===== config.mk =====
export PLATFORM = sky130hd
export DESIGN_NAME = x86_16bit_instruction_decoder
export DESIGN_NICKNAME = d
export VERILOG_FILES = /design/src/hw/rtl/x86d_pkg.sv /design/src/hw/rtl/x86d_collect.sv /design/src/hw/rtl/x86d_fifo.sv /design/src/hw/rtl/x86d_decode.sv /design/src/hw/rtl/x86_16bit_instruction_decoder.sv
export SDC_FILE = /design/constraint.sdc
export NUM_CORES = 1
export LEC_CHECK = 0
export BUFFER_PORTS_ARGS = -buffer_cell sky130_fd_sc_hd__buf_2
export CAP_MARGIN = 20
export CELL_PAD_IN_SITES_DETAIL_PLACEMENT = 1
export CELL_PAD_IN_SITES_GLOBAL_PLACEMENT = 2
export CORE_ASPECT_RATIO = 0.6
export CORE_MARGIN = 2
export CORE_UTILIZATION = 37
export CTS_CLUSTER_SIZE = 20
export DETAILED_ROUTE_END_ITERATION = 12
export PLACE_DENSITY = 0.8
export RECOVER_POWER = 100
export SKIP_LAST_GASP = 1
export SYNTH_ARGS = -nofsm -noshare
export SYNTH_HDL_FRONTEND = slang
export SYNTH_SLANG_ARGS = --single-unit

===== constraint.sdc =====
create_clock -name clk -period 5.7 [get_ports clk]
set_input_delay 0.285 -clock clk [delete_from_list [all_inputs] [get_ports clk]]
set_output_delay 0.285 -clock clk [all_outputs]
set_load 0.02 [all_outputs]

===== src/hw/rtl/x86d_pkg.sv =====
package x86d_pkg;

  localparam int AddrBits = 16;

  typedef enum logic [2:0] {
    PH_IDLE    = 3'd0,
    PH_OPCODE  = 3'd1,
    PH_MODRM   = 3'd2,
    PH_DISP_LO = 3'd3,
    PH_DISP_HI = 3'd4,
    PH_IMM_LO  = 3'd5,
    PH_IMM_HI  = 3'd6
  } phase_t;

  localparam logic [7:0] OP_REPNE = 8'hF2;
  localparam logic [7:0] OP_REPE  = 8'hF3;
  localparam logic [7:0] OP_LEA   = 8'h8D;

  // Collected instruction handed from the collector to the decode stage.
  typedef struct packed {
    logic [15:0] start_addr;
    logic [2:0]  length;
    logic [1:0]  prefix_kind;
    logic [7:0]  opcode;
    logic [7:0]  modrm;
    logic [15:0] disp;
    logic [15:0] imm;
    logic        trunc;
  } raw_instr_t;

  typedef struct packed {
    logic [15:0] start_addr;
    logic [2:0]  length;
    logic [5:0]  operation;
    logic [1:0]  prefix_kind;
    logic [2:0]  operand_form;
    logic        wide;
    logic [2:0]  reg_field;
    logic [7:0]  modrm_byte;
    logic [15:0] displacement;
    logic [15:0] immediate;
    logic [15:0] branch_target;
    logic        status;
  } dec_instr_t;

  function automatic logic in_rng(input logic [7:0] v, input logic [7:0] lo,
                                  input logic [7:0] hi);
    return (v >= lo) && (v <= hi);
  endfunction

  function automatic logic alu_pair(input logic [7:0] op);
    return (op <= 8'h3F) && !op[2];
  endfunction

  function automatic logic wants_modrm(input logic [7:0] op);
    return alu_pair(op) || in_rng(op, 8'h80, 8'h8B) || op == OP_LEA || op == 8'hC6 ||
           op == 8'hC7 || op == 8'hD1 || op == 8'hD3 || op == 8'hF6 || op == 8'hF7 ||
           op == 8'hFF;
  endfunction

  function automatic logic is_relative(input logic [7:0] op);
    return in_rng(op, 8'h70, 8'h7F) || op == 8'hE2 || op == 8'hE8 || op == 8'hE9 ||
           op == 8'hEB;
  endfunction

  function automatic logic [1:0] disp_len(input logic [7:0] op, input logic [7:0] m);
    logic [1:0] r;
    r = 2'd0;
    if (wants_modrm(op)) begin
      if (m[7:6] == 2'd0 && m[2:0] == 3'd6) r = 2'd2;
      else if (m[7:6] == 2'd1) r = 2'd1;
      else if (m[7:6] == 2'd2) r = 2'd2;
    end else if (in_rng(op, 8'h70, 8'h7F) || op == 8'hE2 || op == 8'hEB) begin
      r = 2'd1;
    end else if (op == 8'hE8 || op == 8'hE9 || op == 8'hA3) begin
      r = 2'd2;
    end
    return r;
  endfunction

  function automatic logic [1:0] imm_len(input logic [7:0] op, input logic [7:0] m);
    logic [1:0] r;
    r = 2'd0;
    if (op == 8'h80 || op == 8'h82 || op == 8'h83 || op == 8'hC6) r = 2'd1;
    else if (op == 8'h81 || op == 8'hC7) r = 2'd2;
    else if (in_rng(op, 8'hB0, 8'hBF)) r = op[3] ? 2'd2 : 2'd1;
    else if (op == 8'hF6) r = (m[5:3] < 3'd2) ? 2'd1 : 2'd0;
    else if (op == 8'hF7) r = (m[5:3] < 3'd2) ? 2'd2 : 2'd0;
    else if (op == 8'h05 || op == 8'h2D || op == 8'h3D || op == 8'hC2) r = 2'd2;
    else if (op == 8'hA8 || op == 8'hCD || op == 8'hE5) r = 2'd1;
    return r;
  endfunction

  function automatic logic [5:0] grp5_op(input logic [2:0] reg_f);
    logic [5:0] r;
    case (reg_f)
      3'd0: r = 6'd13;
      3'd1: r = 6'd14;
      3'd2, 3'd3: r = 6'd48;
      3'd4, 3'd5: r = 6'd49;
      3'd6: r = 6'd15;
      default: r = 6'd0;
    endcase
    return r;
  endfunction

  function automatic logic [5:0] op_number(input logic [7:0] op, input logic [7:0] m);
    logic [5:0] r;
    logic [2:0] rg;
    rg = m[5:3];
    if (alu_pair(op)) r = 6'd5 + {3'd0, op[5:3]};
    else if (in_rng(op, 8'h88, 8'h8B) || in_rng(op, 8'hB0, 8'hBF)) r = 6'd1;
    else if (in_rng(op, 8'h40, 8'h47)) r = 6'd13;
    else if (in_rng(op, 8'h48, 8'h4F)) r = 6'd14;
    else if (in_rng(op, 8'h50, 8'h57)) r = 6'd15;
    else if (in_rng(op, 8'h58, 8'h5F)) r = 6'd16;
    else if (in_rng(op, 8'h70, 8'h7F)) r = 6'd17 + {2'd0, op[3:0]};
    else if (in_rng(op, 8'h80, 8'h83)) r = 6'd5 + {3'd0, rg};
    else if (in_rng(op, 8'h91, 8'h97)) r = 6'd3;
    else begin
      case (op)
        8'h84, 8'h85, 8'hA8: r = 6'd4;
        8'h86, 8'h87: r = 6'd3;
        8'h8D: r = 6'd2;
        8'h90: r = 6'd33;
        8'hC6, 8'hC7, 8'hA3: r = 6'd1;
        8'hD1, 8'hD3: r = 6'd34 + {3'd0, rg};
        8'hF6, 8'hF7: r = (rg < 3'd2) ? 6'd4 : 6'd40 + {3'd0, rg};
        8'hFF: r = grp5_op(rg);
        8'h05: r = 6'd5;
        8'h2D: r = 6'd10;
        8'h3D: r = 6'd12;
        8'h98: r = 6'd50;
        8'h99: r = 6'd51;
        8'hA4: r = 6'd52;
        8'hA5: r = 6'd53;
        8'hAA: r = 6'd54;
        8'hAE: r = 6'd55;
        8'hC2, 8'hC3: r = 6'd56;
        8'hCD: r = 6'd57;
        8'hE2: r = 6'd58;
        8'hE5, 8'hEC: r = 6'd59;
        8'hE8: r = 6'd48;
        8'hE9, 8'hEB: r = 6'd49;
        8'hFC: r = 6'd60;
        8'hFD: r = 6'd61;
        default: r = 6'd0;
      endcase
    end
    return r;
  endfunction

  function automatic logic [2:0] op_form(input logic [7:0] op, input logic [7:0] m);
    logic [2:0] r;
    if (alu_pair(op) || in_rng(op, 8'h88, 8'h8B)) r = op[1] ? 3'd1 : 3'd2;
    else if (op == OP_LEA) r = 3'd1;
    else if (in_rng(op, 8'h84, 8'h87) || op == 8'hA3) r = 3'd2;
    else if (is_relative(op)) r = 3'd6;
    else if (in_rng(op, 8'h80, 8'h83) || op == 8'hC6 || op == 8'hC7 || op == 8'hD1) r = 3'd4;
    else if (in_rng(op, 8'hB0, 8'hBF)) r = 3'd5;
    else if (op == 8'hF6 || op == 8'hF7) r = (m[5:3] < 3'd2) ? 3'd4 : 3'd3;
    else if (op == 8'hD3 || op == 8'hFF) r = 3'd3;
    else if (op == 8'h05 || op == 8'h2D || op == 8'h3D || op == 8'hA8 || op == 8'hE5)
      r = 3'd7;
    else r = 3'd0;
    return r;
  endfunction

  function automatic logic op_wide(input logic [7:0] op);
    logic r;
    if (alu_pair(op) || in_rng(op, 8'h84, 8'h8B)) r = op[0];
    else if (in_rng(op, 8'hB0, 8'hBF)) r = op[3];
    else if (op == 8'hC6 || op == 8'hC7 || op == 8'hF6 || op == 8'hF7) r = op[0];
    else if (in_rng(op, 8'h40, 8'h5F) || in_rng(op, 8'h90, 8'h97)) r = 1'b1;
    else begin
      case (op)
        8'h8D, 8'h81, 8'h83, 8'hD1, 8'hD3, 8'hFF, 8'h05, 8'h2D, 8'h3D, 8'hA3, 8'hA5,
        8'h99, 8'hC2, 8'hE5, 8'hE8, 8'hE9: r = 1'b1;
        default: r = 1'b0;
      endcase
    end
    return r;
  endfunction

  function automatic logic [2:0] op_reg(input logic [7:0] op, input logic [7:0] m);
    logic [2:0] r;
    if (wants_modrm(op)) r = m[5:3];
    else if (in_rng(op, 8'h40, 8'h5F) || in_rng(op, 8'h90, 8'h97) ||
             in_rng(op, 8'hB0, 8'hBF)) r = op[2:0];
    else r = 3'd0;
    return r;
  endfunction

endpackage


===== src/hw/rtl/x86d_collect.sv =====
module x86d_collect (
  input  logic                  clk,
  input  logic                  rst_n,
  input  logic                  in_tvalid,
  output logic                  in_tready,
  input  logic [7:0]            in_tdata,
  input  logic                  in_tlast,
  output logic                  q_wr,
  output x86d_pkg::raw_instr_t  q_wdata,
  input  logic                  q_full
);
  import x86d_pkg::*;

  phase_t               phase_r, phase_nxt;
  logic [AddrBits-1:0]  addr_r, addr_nxt;
  raw_instr_t           cur_r, cur_nxt;
  logic                 acc;

  assign in_tready = !q_full;
  assign acc = in_tvalid && in_tready;

  always_ff @(posedge clk) begin
    if (!rst_n) begin
      phase_r <= PH_IDLE;
      addr_r  <= '0;
      cur_r   <= '0;
    end else begin
      phase_r <= phase_nxt;
      addr_r  <= addr_nxt;
      cur_r   <= cur_nxt;
    end
  end

  always_comb begin
    raw_instr_t c;
    phase_t     nx;
    logic       done;
    logic [7:0] b;
    b = in_tdata;
    c = cur_r;
    nx = phase_r;
    done = 1'b0;
    if (phase_r == PH_IDLE) begin
      c = '0;
      c.start_addr = addr_r[15:0];
    end
    c.length = c.length + 3'd1;
    case (phase_r)
      PH_IDLE, PH_OPCODE: begin
        if (phase_r == PH_IDLE && (b == OP_REPNE || b == OP_REPE)) begin
          c.prefix_kind = (b == OP_REPNE) ? 2'd1 : 2'd2;
          nx = PH_OPCODE;
        end else begin
          c.opcode = b;
          if (wants_modrm(b)) nx = PH_MODRM;
          else if (disp_len(b, 8'd0) != 2'd0) nx = PH_DISP_LO;
          else if (imm_len(b, 8'd0) != 2'd0) nx = PH_IMM_LO;
          else done = 1'b1;
        end
      end
      PH_MODRM: begin
        c.modrm = b;
        if (disp_len(c.opcode, b) != 2'd0) nx = PH_DISP_LO;
        else if (imm_len(c.opcode, b) != 2'd0) nx = PH_IMM_LO;
        else done = 1'b1;
      end
      PH_DISP_LO: begin
        if (disp_len(c.opcode, c.modrm) == 2'd2) begin
          c.disp = {8'd0, b};
          nx = PH_DISP_HI;
        end else begin
          c.disp = {{8{b[7]}}, b};
          if (imm_len(c.opcode, c.modrm) != 2'd0) nx = PH_IMM_LO;
          else done = 1'b1;
        end
      end
      PH_DISP_HI: begin
        c.disp = {b, c.disp[7:0]};
        if (imm_len(c.opcode, c.modrm) != 2'd0) nx = PH_IMM_LO;
        else done = 1'b1;
      end
      PH_IMM_LO: begin
        if (imm_len(c.opcode, c.modrm) == 2'd2) begin
          c.imm = {8'd0, b};
          nx = PH_IMM_HI;
        end else begin
          c.imm = {((c.opcode == 8'h83) && b[7]) ? 8'hFF : 8'h00, b};
          done = 1'b1;
        end
      end
      PH_IMM_HI: begin
        c.imm = {b, c.imm[7:0]};
        done = 1'b1;
      end
      default: done = 1'b1;
    endcase
    c.trunc = !done;
    q_wdata = c;
    q_wr = acc && (done || in_tlast);
    phase_nxt = phase_r;
    cur_nxt = cur_r;
    addr_nxt = addr_r;
    if (acc) begin
      addr_nxt = addr_r + AddrBits'(1);
      cur_nxt = c;
      phase_nxt = (done || in_tlast) ? PH_IDLE : nx;
    end
  end

endmodule


===== src/hw/rtl/x86d_fifo.sv =====
module x86d_fifo (
  input  logic                  clk,
  input  logic                  rst_n,
  input  logic                  wr,
  input  x86d_pkg::raw_instr_t  wdata,
  output logic                  full,
  output logic                  rvalid,
  input  logic                  rd,
  output x86d_pkg::raw_instr_t  rdata
);
  import x86d_pkg::*;

  raw_instr_t  mem_r [2];
  logic        wp_r, rp_r;
  logic [1:0]  cnt_r;

  assign full   = cnt_r == 2'd2;
  assign rvalid = cnt_r != 2'd0;
  assign rdata  = mem_r[rp_r];

  always_ff @(posedge clk) begin
    if (wr) mem_r[wp_r] <= wdata;
  end

  always_ff @(posedge clk) begin
    if (!rst_n) begin
      wp_r <= 1'b0;
      rp_r <= 1'b0;
      cnt_r <= 2'd0;
    end else begin
      if (wr) wp_r <= !wp_r;
      if (rd) rp_r <= !rp_r;
      cnt_r <= cnt_r + {1'b0, wr} - {1'b0, rd};
    end
  end

endmodule


===== src/hw/rtl/x86d_decode.sv =====
module x86d_decode (
  input  logic                  clk,
  input  logic                  rst_n,
  input  logic                  q_valid,
  output logic                  q_rd,
  input  x86d_pkg::raw_instr_t  q_rdata,
  output logic                  out_tvalid,
  input  logic                  out_tready,
  output x86d_pkg::dec_instr_t  out_item
);
  import x86d_pkg::*;

  logic        vld_r;
  dec_instr_t  res_r;
  dec_instr_t  res_nxt;

  assign q_rd = q_valid && (!vld_r || out_tready);
  assign out_tvalid = vld_r;
  assign out_item = res_r;

  always_comb begin
    raw_instr_t r;
    logic       t;
    r = q_rdata;
    t = r.trunc;
    res_nxt.start_addr    = r.start_addr;
    res_nxt.length        = r.length;
    res_nxt.operation     = t ? 6'd0 : op_number(r.opcode, r.modrm);
    res_nxt.prefix_kind   = r.prefix_kind;
    res_nxt.operand_form  = t ? 3'd0 : op_form(r.opcode, r.modrm);
    res_nxt.wide          = t ? 1'b0 : op_wide(r.opcode);
    res_nxt.reg_field     = t ? 3'd0 : op_reg(r.opcode, r.modrm);
    res_nxt.modrm_byte    = r.modrm;
    res_nxt.displacement  = r.disp;
    res_nxt.immediate     = (!t && r.opcode == 8'hD1) ? 16'd1 : r.imm;
    res_nxt.branch_target = (!t && is_relative(r.opcode)) ?
                            r.start_addr + {13'd0, r.length} + r.disp : 16'd0;
    res_nxt.status        = t;
  end

  always_ff @(posedge clk) begin
    if (!rst_n) vld_r <= 1'b0;
    else if (q_rd) vld_r <= 1'b1;
    else if (out_tready) vld_r <= 1'b0;
  end

  always_ff @(posedge clk) begin
    if (q_rd) res_r <= res_nxt;
  end

endmodule


===== src/hw/rtl/x86_16bit_instruction_decoder.sv =====
// channel | tdata fields (lsb up)                               | tuser  | tlast
// in      | code_byte[7:0]                                      | -      | last_byte
// out     | start_addr, length, operation, prefix_kind,         | status | -
//         | operand_form, wide, reg_field, modrm_byte,          |        |
//         | displacement, immediate, branch_target (90b -> 96)  |        |
// One byte per cycle while in_tready is high; results are queued, then registered.
// Collector and decode register are parted by a two-entry queue.
// Reset is synchronous, active low; clears address, phase and queue.
// in_tready drops only while the queue is full behind a stalled output.
module x86_16bit_instruction_decoder (
  input  logic        clk,
  input  logic        rst_n,
  input  logic        in_tvalid,
  output logic        in_tready,
  input  logic [7:0]  in_tdata,   // code_byte
  input  logic        in_tlast,
  output logic        out_tvalid,
  input  logic        out_tready,
  output logic [95:0] out_tdata,  // start_addr,length,operation,prefix_kind,operand_form,
                                  // wide,reg_field,modrm_byte,displacement,immediate,
                                  // branch_target
  output logic        out_tuser   // status
);
  import x86d_pkg::*;

  logic        q_wr, q_full, q_valid, q_rd;
  raw_instr_t  q_wdata, q_rdata;
  dec_instr_t  item;

  x86d_collect u_collect (
    .clk, .rst_n, .in_tvalid, .in_tready, .in_tdata, .in_tlast,
    .q_wr, .q_wdata, .q_full
  );

  x86d_fifo u_fifo (
    .clk, .rst_n, .wr(q_wr), .wdata(q_wdata), .full(q_full),
    .rvalid(q_valid), .rd(q_rd), .rdata(q_rdata)
  );

  x86d_decode u_decode (
    .clk, .rst_n, .q_valid, .q_rd, .q_rdata, .out_tvalid, .out_tready,
    .out_item(item)
  );

  assign out_tdata = {6'd0, item.branch_target, item.immediate, item.displacement,
                      item.modrm_byte, item.reg_field, item.wide, item.operand_form,
                      item.prefix_kind, item.operation, item.length, item.start_addr};
  assign out_tuser = item.status;

endmodule


* Word level (Yosys, flattened, before mapping)
Memories as Yosys holds them, arrays and structs flattened. A register that Yosys moved wholly into a read port is not among the register bits.
Index checks and enable logic that the tools add are counted.
** Storage, ports and cells
- Bits of input ports :: 13
- Memories :: 1
- Logic and storage cells :: 457
- Output and inout port bits :: 99
- Memory bits (writable) :: 140
- Register bits after elaboration :: 185
** Memory list
- u_fifo.mem_r :: words 2, width 70, read ports 1, clocked after Yosys merged registers in 1, write ports 1, line x86d_fifo.sv:13 : raw_instr_t mem_r [2];
** Operators by class
- Multiplexer cells :: 122
- Reductions and logical operators :: 145
- Equality and inequality tests :: 113
- $lt $le $gt $ge :: 39
- $add $sub $neg :: 11
** Operators by type and width (count)
- $eq 8x8->1 const B :: 78
- $pmux 6 s25 :: 1
- $mux 2 :: 51
- $ge 8x8->1 const B :: 10
- $logic_or 1x1->1 :: 78
- $le 8x8->1 const B :: 9
- $mux 70 :: 1
- $mux 3 :: 23
- $pmux 16 s2 :: 2
- $mux 6 :: 10
- $ge 8x7->1 const B :: 7
- $le 8x7->1 const B :: 7
- $eq 8x6->1 const B :: 6
- $logic_and 1x1->1 :: 32
- $mux 16 :: 2
- $pmux 6 s5 :: 1
- $mux 1 :: 25
- $eq 3x3->1 const B :: 8
- $eq 8x3->1 const B :: 3
- $le 8x6->1 const B :: 3
- $mux 8 :: 3
- $reduce_or 2->1 :: 9
- $add 16x1->16 const B :: 1
- $add 16x16->16 :: 1
- 26 further kinds :: 59

* Longest topological paths before layout
- Word-level depth :: 29
- Depth in mapped cells :: 20
- Gate-level depth less buffers :: 14

* Modules after synthesis
A second synthesis with hierarchy kept.
** Unflattened totals
- Cell total of the unflattened synthesis :: 1484
- Area, all modules :: 16674.7 sq um
** By module, submodules not included
- x86d_fifo :: area each 5634.2 sq um, times used 1, seq. area each 4304.1 sq um, cells an instance 239
- x86d_decode :: area each 5602.9 sq um, times used 1, seq. area each 2752.6 sq um, cells an instance 512
- x86d_collect :: area each 5388.9 sq um, times used 1, seq. area each 1761.7 sq um, cells an instance 726
- x86_16bit_instruction_decoder :: area each 48.8 sq um, times used 1, seq. area each 0.0 sq um, cells an instance 7

* Least setup slack after synthesis
No wires, ideal clock.
- Path kind :: reg-to-reg
- Start :: register u_decode.vld_r, in the netlist u_decode.out_tvalid
- End :: register u_fifo.cnt_r[1]
- Arrival time :: 5658 ps
- Library setup time :: 115 ps
- Cell stages (with the launch flop) :: 9
- Required time :: 5585 ps
- Path slack :: -73 ps
- Clock period less this slack :: 5773 ps
- Path buffers :: 0
- Cells stage by stage :: dfxtp_1 > nor2b_1 > nor2_1 > ha_1 > inv_1 > ha_1 > xnor2_1 > xnor2_1 > and2_1
** Between the ends
- Longest elaborated chain between the ends :: 4
** Ends and longest elaborated chain
- from (decl) :: line x86d_decode.sv:13 : logic vld_r;
- from (signal assigned) :: line x86d_decode.sv:42 : if (!rst_n) vld_r <= 1'b0;
- from (signal assigned) :: line x86d_decode.sv:43 : else if (q_rd) vld_r <= 1'b1;
- from (signal assigned) :: line x86d_decode.sv:44 : else if (out_tready) vld_r <= 1'b0;
- $logic_not 1->1 :: line x86d_decode.sv:17 : assign q_rd = q_valid && (!vld_r || out_tready);
- $logic_or 1x1->1 :: line x86d_decode.sv:17
- $logic_and 1x1->1 :: line x86d_decode.sv:17
- net q_rd :: line x86_16bit_instruction_decoder.sv:26 : logic q_wr, q_full, q_valid, q_rd;
- $sub 2x1->2 :: line x86d_fifo.sv:33 : cnt_r <= cnt_r + {1'b0, wr} - {1'b0, rd};
- to (signal assigned) :: line x86d_fifo.sv:33
- to (decl) :: line x86d_fifo.sv:15 : logic [1:0] cnt_r;
The timed path passes the listed nets, and every way through them passes these cells.
A chain may end at the register's enable or synchronous reset.

* Worst setup path in the final report
- Start :: register u_collect.phase_r[2]
- End :: memory u_fifo.mem_r[1][14] (netlist bit) (enable)
** Between the ends
- Longest elaborated chain between the ends :: 22
- Elaborated cells on any way between the ends :: 121
- Those cells by class :: 8 x order compare; 34 x eq/ne; 41 x mux; 38 x reduce/logical
** Ends and longest elaborated chain
- from (decl) :: line x86d_collect.sv:14 : phase_t phase_r, phase_nxt;
- from (signal assigned) :: line x86d_collect.sv:28 : phase_r <= phase_nxt;
- $logic_not 3->1 :: line x86d_collect.sv:43, x86d_collect.sv:48, x86d_collect.sv:50
- $mux 70 :: line x86d_collect.sv:43 : if (phase_r == PH_IDLE) begin
- $eq 8x8->1 (tied with other cells) :: line x86d_pkg.sv:90 : else if (op == 8'hA8 || op == 8'hCD || op == 8'hE5) r = 2'd1;
- $logic_or 1x1->1 (tied with other cells) :: line x86d_pkg.sv:90
- $logic_or 1x1->1 (on tied branches) :: line x86d_pkg.sv:90, x86d_pkg.sv:56, x86d_pkg.sv:89
- $mux 1 (tied with other cells) :: line x86d_pkg.sv:90
- $mux 2 / $logic_or 1x1->1 (equally long branches) :: line x86d_pkg.sv:89, x86d_pkg.sv:56
- $mux 2 / $logic_or 1x1->1 (equally long branches) :: line x86d_pkg.sv:88, x86d_pkg.sv:56
- (+6 left out)
- $reduce_bool 2->1 (tied with other cells) :: line x86d_collect.sv:73 : if (imm_len(c.opcode, c.modrm) != 2'd0) nx = PH_IMM_LO;
- $mux 1 (tied with other cells) :: line x86d_collect.sv:73
- $mux 1 (on tied branches) :: line x86d_collect.sv:68, x86d_collect.sv:63
- $pmux 1 s5 (*) :: line x86d_collect.sv:48 : case (phase_r)
- $logic_or 1x1->1 (*) :: line x86d_collect.sv:99 : q_wr = acc && (done || in_tlast);
- $logic_and 1x1->1 (*) :: line x86d_collect.sv:99
- $mux 1 (*) :: line x86d_fifo.sv:22 : if (wr) mem_r[wp_r] <= wdata;
- $mux 1 (implied by the code) (*) :: line x86d_fifo.sv:22
- to (decl) :: line x86d_fifo.sv:13
Every way passes the cells marked *; elsewhere a longest branch is shown, timed or not. The select of a mux whose other input is x is not followed.

==> metrics.txt <==
most numerous cell on the critical path clkbuf_1; Net Switching 3450 uW; worst skew pair latency 0.55 ns; via/cell ratio 5.54; setup bufs post-CTS 0; NumNets Final 1612; Flop pwr share 38.8%; Reg clk slew, reported paths 0.06 ns; Slew @ Worst Pin 4.17 ns; overall power 8890 uW; H-tree depth 2; DIE WIDTH 273 um; Final Setup Violations 0; status complete, but fails checks; crit-path max FO 49; Final Hold Fails 0; Top delay family on crit path buffers and inverters; share of cells above drive strength 1 7.23%; Crit path required time 5.91 ns; Worst setup SP type flop; f_max 0.217 GHz; Root Buffer clkbuf_16; period utilisation layout 80.9%; first-pass GRT wire length 72.5 mm; Synth Instances 1479; CP Buf/Inv Count 3; Final Max Slew Viols 193; row cnt 59; post-route ant nets 0; critical path cell sequence clkbuf_1 > nor3_1 > clkbuf_1 > and3_1 > o41ai_1 > a311oi_2 > a21oi_1 > and2_4 > buf_12; Max Cap Viol 3; post-synthesis xor/xnor area fraction 2.11%; pwr dens 494 nW/um^2; commonest cells in the netlist 245 x nand2_1, 231 x edfxtp_1, 111 x nor2_1, 94 x dfxtp_1; CTS tree yes; initial antenna violation count 1; RSZ-0062 raised after global routing no; vias in the first global route 11800; Post-Route WL 47.8 mm; setup tns final 0 ns; EDFF count, synth 231; Clock Path Buffers 3; Async SR Flop Fraction 0%; Int Pwr 5440 uW; post-detail-place hpwl 33.3 mm; Synth Area in Simple Gates 16.7%; via count 11900; Avg WL per Cell 22.2 um; area occupied by multi-input gates 6660 um^2; Top Ports 112; mux cell area share after synthesis 5.23%; GPL Wtd Cong 0.925; leading post-synthesis cells by cell area edfxtp_1 43%, dfxtp_1 12%, nand2_1 5.7%; initial core utilization 37.3%; # fillers 4761; largest family of logic cells by synthesized area simple AND/OR/NAND/NOR gates; area leader, netlist edfxtp_1; core area 43000 um^2; Iteration-0 DRC Markers 1028; slew margin rel. -178%; die footprint 45100 um^2; diode count 0; arrival time worst endpoint 4.82 ns; most common cell in the netlist nand2_1; Clk pwr share 24.9%; area share of the largest cell type after synthesis 43.3%; combinational power share 36.2%; Synth Warn # 0; Synth cell types 83; DRT Pass-1 Iters 5; compound-gate portion of the synthesized area 13.3%; area delta synth->final 12.3%; slowest library cell on the worst path dfxtp_1; DRC viols 0; worst vdd ir 0.000274 V; port bufs 105; Lkg Pwr 0.00668 uW; violated checks capacitance limit, slew limit; Worst setup EP type flop; HP Class in2reg; Top FF cell, synth edfxtp_1; sequential area share after synthesis 55.0%; Netlist Area Pre-Place 16000 um^2; chip height 165 um; Adder-Cell Fraction of Synth Area 4.01%; Seq cells post-synth 325; GRT Total Usage 21.0%; largest net degree at the start of global routing 97; Switching Share 38.8%; Register Area 8820 um^2; WS Path Type reg2reg; Resized cells post-CTS 0; Mean Syn Cell Area 10.8 um^2; Clock Skew 0.0332 ns; CTS sink count 325; Worst path max stage delay 0.64 ns; Num CTS Buffers 34; GRT overflow 0; Hold Buf Count CTS 0; Final min period 4.61 ns
==> area by class of cell <==
| cell class | instances | area share (%) |
|---|---|---|
| sequential | 325 | 49.0 |
| clock inverter | 20 | 1.11 |
| clock buffer | 42 | 4.95 |
| timing repair buffer | 126 | 3.19 |
| tap | 579 | 4.02 |
| multi-input combinational | 1025 | 37.0 |
| inverter | 38 | 0.792 |
==> power groups by stage <==
stage | combinational (uW) | clock [uW] | sequential (uW)
2_1_floorplan | 1940 | 0 | 3750
3_3_place_gp | 3230 | 0 | 3470
3_5_place_dp | 3290 | 0 | 3490
4_1_cts | 3320 | 2260 | 3440
5_1_grt | 3510 | 2350 | 3510
6_report | 3220 | 2220 | 3450
==> worst min-delay path: cells and delay by family <==
family	cells	cell delay (ns)
compound gates	1	0.07
simple gates	1	0.08
buf+inv	2	0.15
==> registers in the layout (all words and copies together) (netlist names), named ones only <==
register / cells
u_decode.out_item: 91
u_fifo.mem_r: 140
u_collect.addr_r: 16
u_fifo.rp_r: 1
u_collect.phase_r: 3
u_fifo.cnt_r: 2
u_collect.cur_r: 69
u_decode.out_tvalid: 1
u_fifo.wp_r: 1
==> routing by layer <==
layer  up-vias  wire, um  global-route usage (%)
met2       370     19000                    28.9
met1      6000     24600                    33.1
met3        46      3700                    4.96
met5         -         0                       0
met4         0       554                    3.75
li1       5522         -                       -
==> path summary, 6_finish.rpt <==
kind / start / to / slack [ns] / cells past startpoint
worst min-delay path: in_tlast / u_collect.phase_r[0] / 0.10 / 4
worst min register to register: u_collect.cur_r[36] / u_collect.cur_r[36] / 0.47 / 2
worst max-delay path: u_collect.phase_r[2] / u_fifo.mem_r[1][14] / 1.09 / 9
worst max register to register: u_collect.phase_r[2] / u_fifo.mem_r[1][14] / 1.09 / 9
==> cell usage in the layout (no fill, tap or decap), types with 8 or more instances in the layout <==
cell and instances:
nand3b_1 9, a21oi_1 38, o31ai_1 8, a22oi_1 9, nor2_1 111, clkbuf_16 34, nand4_1 18, nor3_1 13
nand2b_1 18, edfxtp_1 231, nor3b_1 20, o211a_1 20, inv_1 38, nand3_1 34, mux2_2 10, xnor2_1 23
xor2_1 13, mux2_1 36, and3_1 10, buf_2 12, nor2b_1 16, o21ai_0 55, nor4_1 8, a22o_1 23
clkbuf_1 104, dfxtp_1 93, and2_0 9, and2_1 15, buf_4 14, a21boi_0 39, mux2i_1 32, ha_1 45
a221o_1 10, nand2_1 244
==> logic make-up (layout without fill, tap and decap cells) <==
kind of cell	count (synthesis)	after routing
AOI/OAI and AO/OA	290	290
xor gates and xnor gates	37	37
adders and majority gates	49	49
buffers and inverters	134	226
DFF	325	325
muxes	78	78
other	1	6
and+or+nand+nor	565	565
==> through the flow <==
step                      instances  util, %  hold slack, ns  area (um^2)  setup slack (ns)
after CTS                      2155     42.2           0.108        18200              1.27
after global routing           2155     41.8           0.119        18000             0.745
after floorplan                1484        -           0.439        16100             0.921
after global placement         2093     39.7           0.452        17100              1.29
after detailed placement       2093     39.7           0.461        17100              1.29
final                          2155     41.8           0.102        18000              1.09
(Power assumes the default switching activity.)
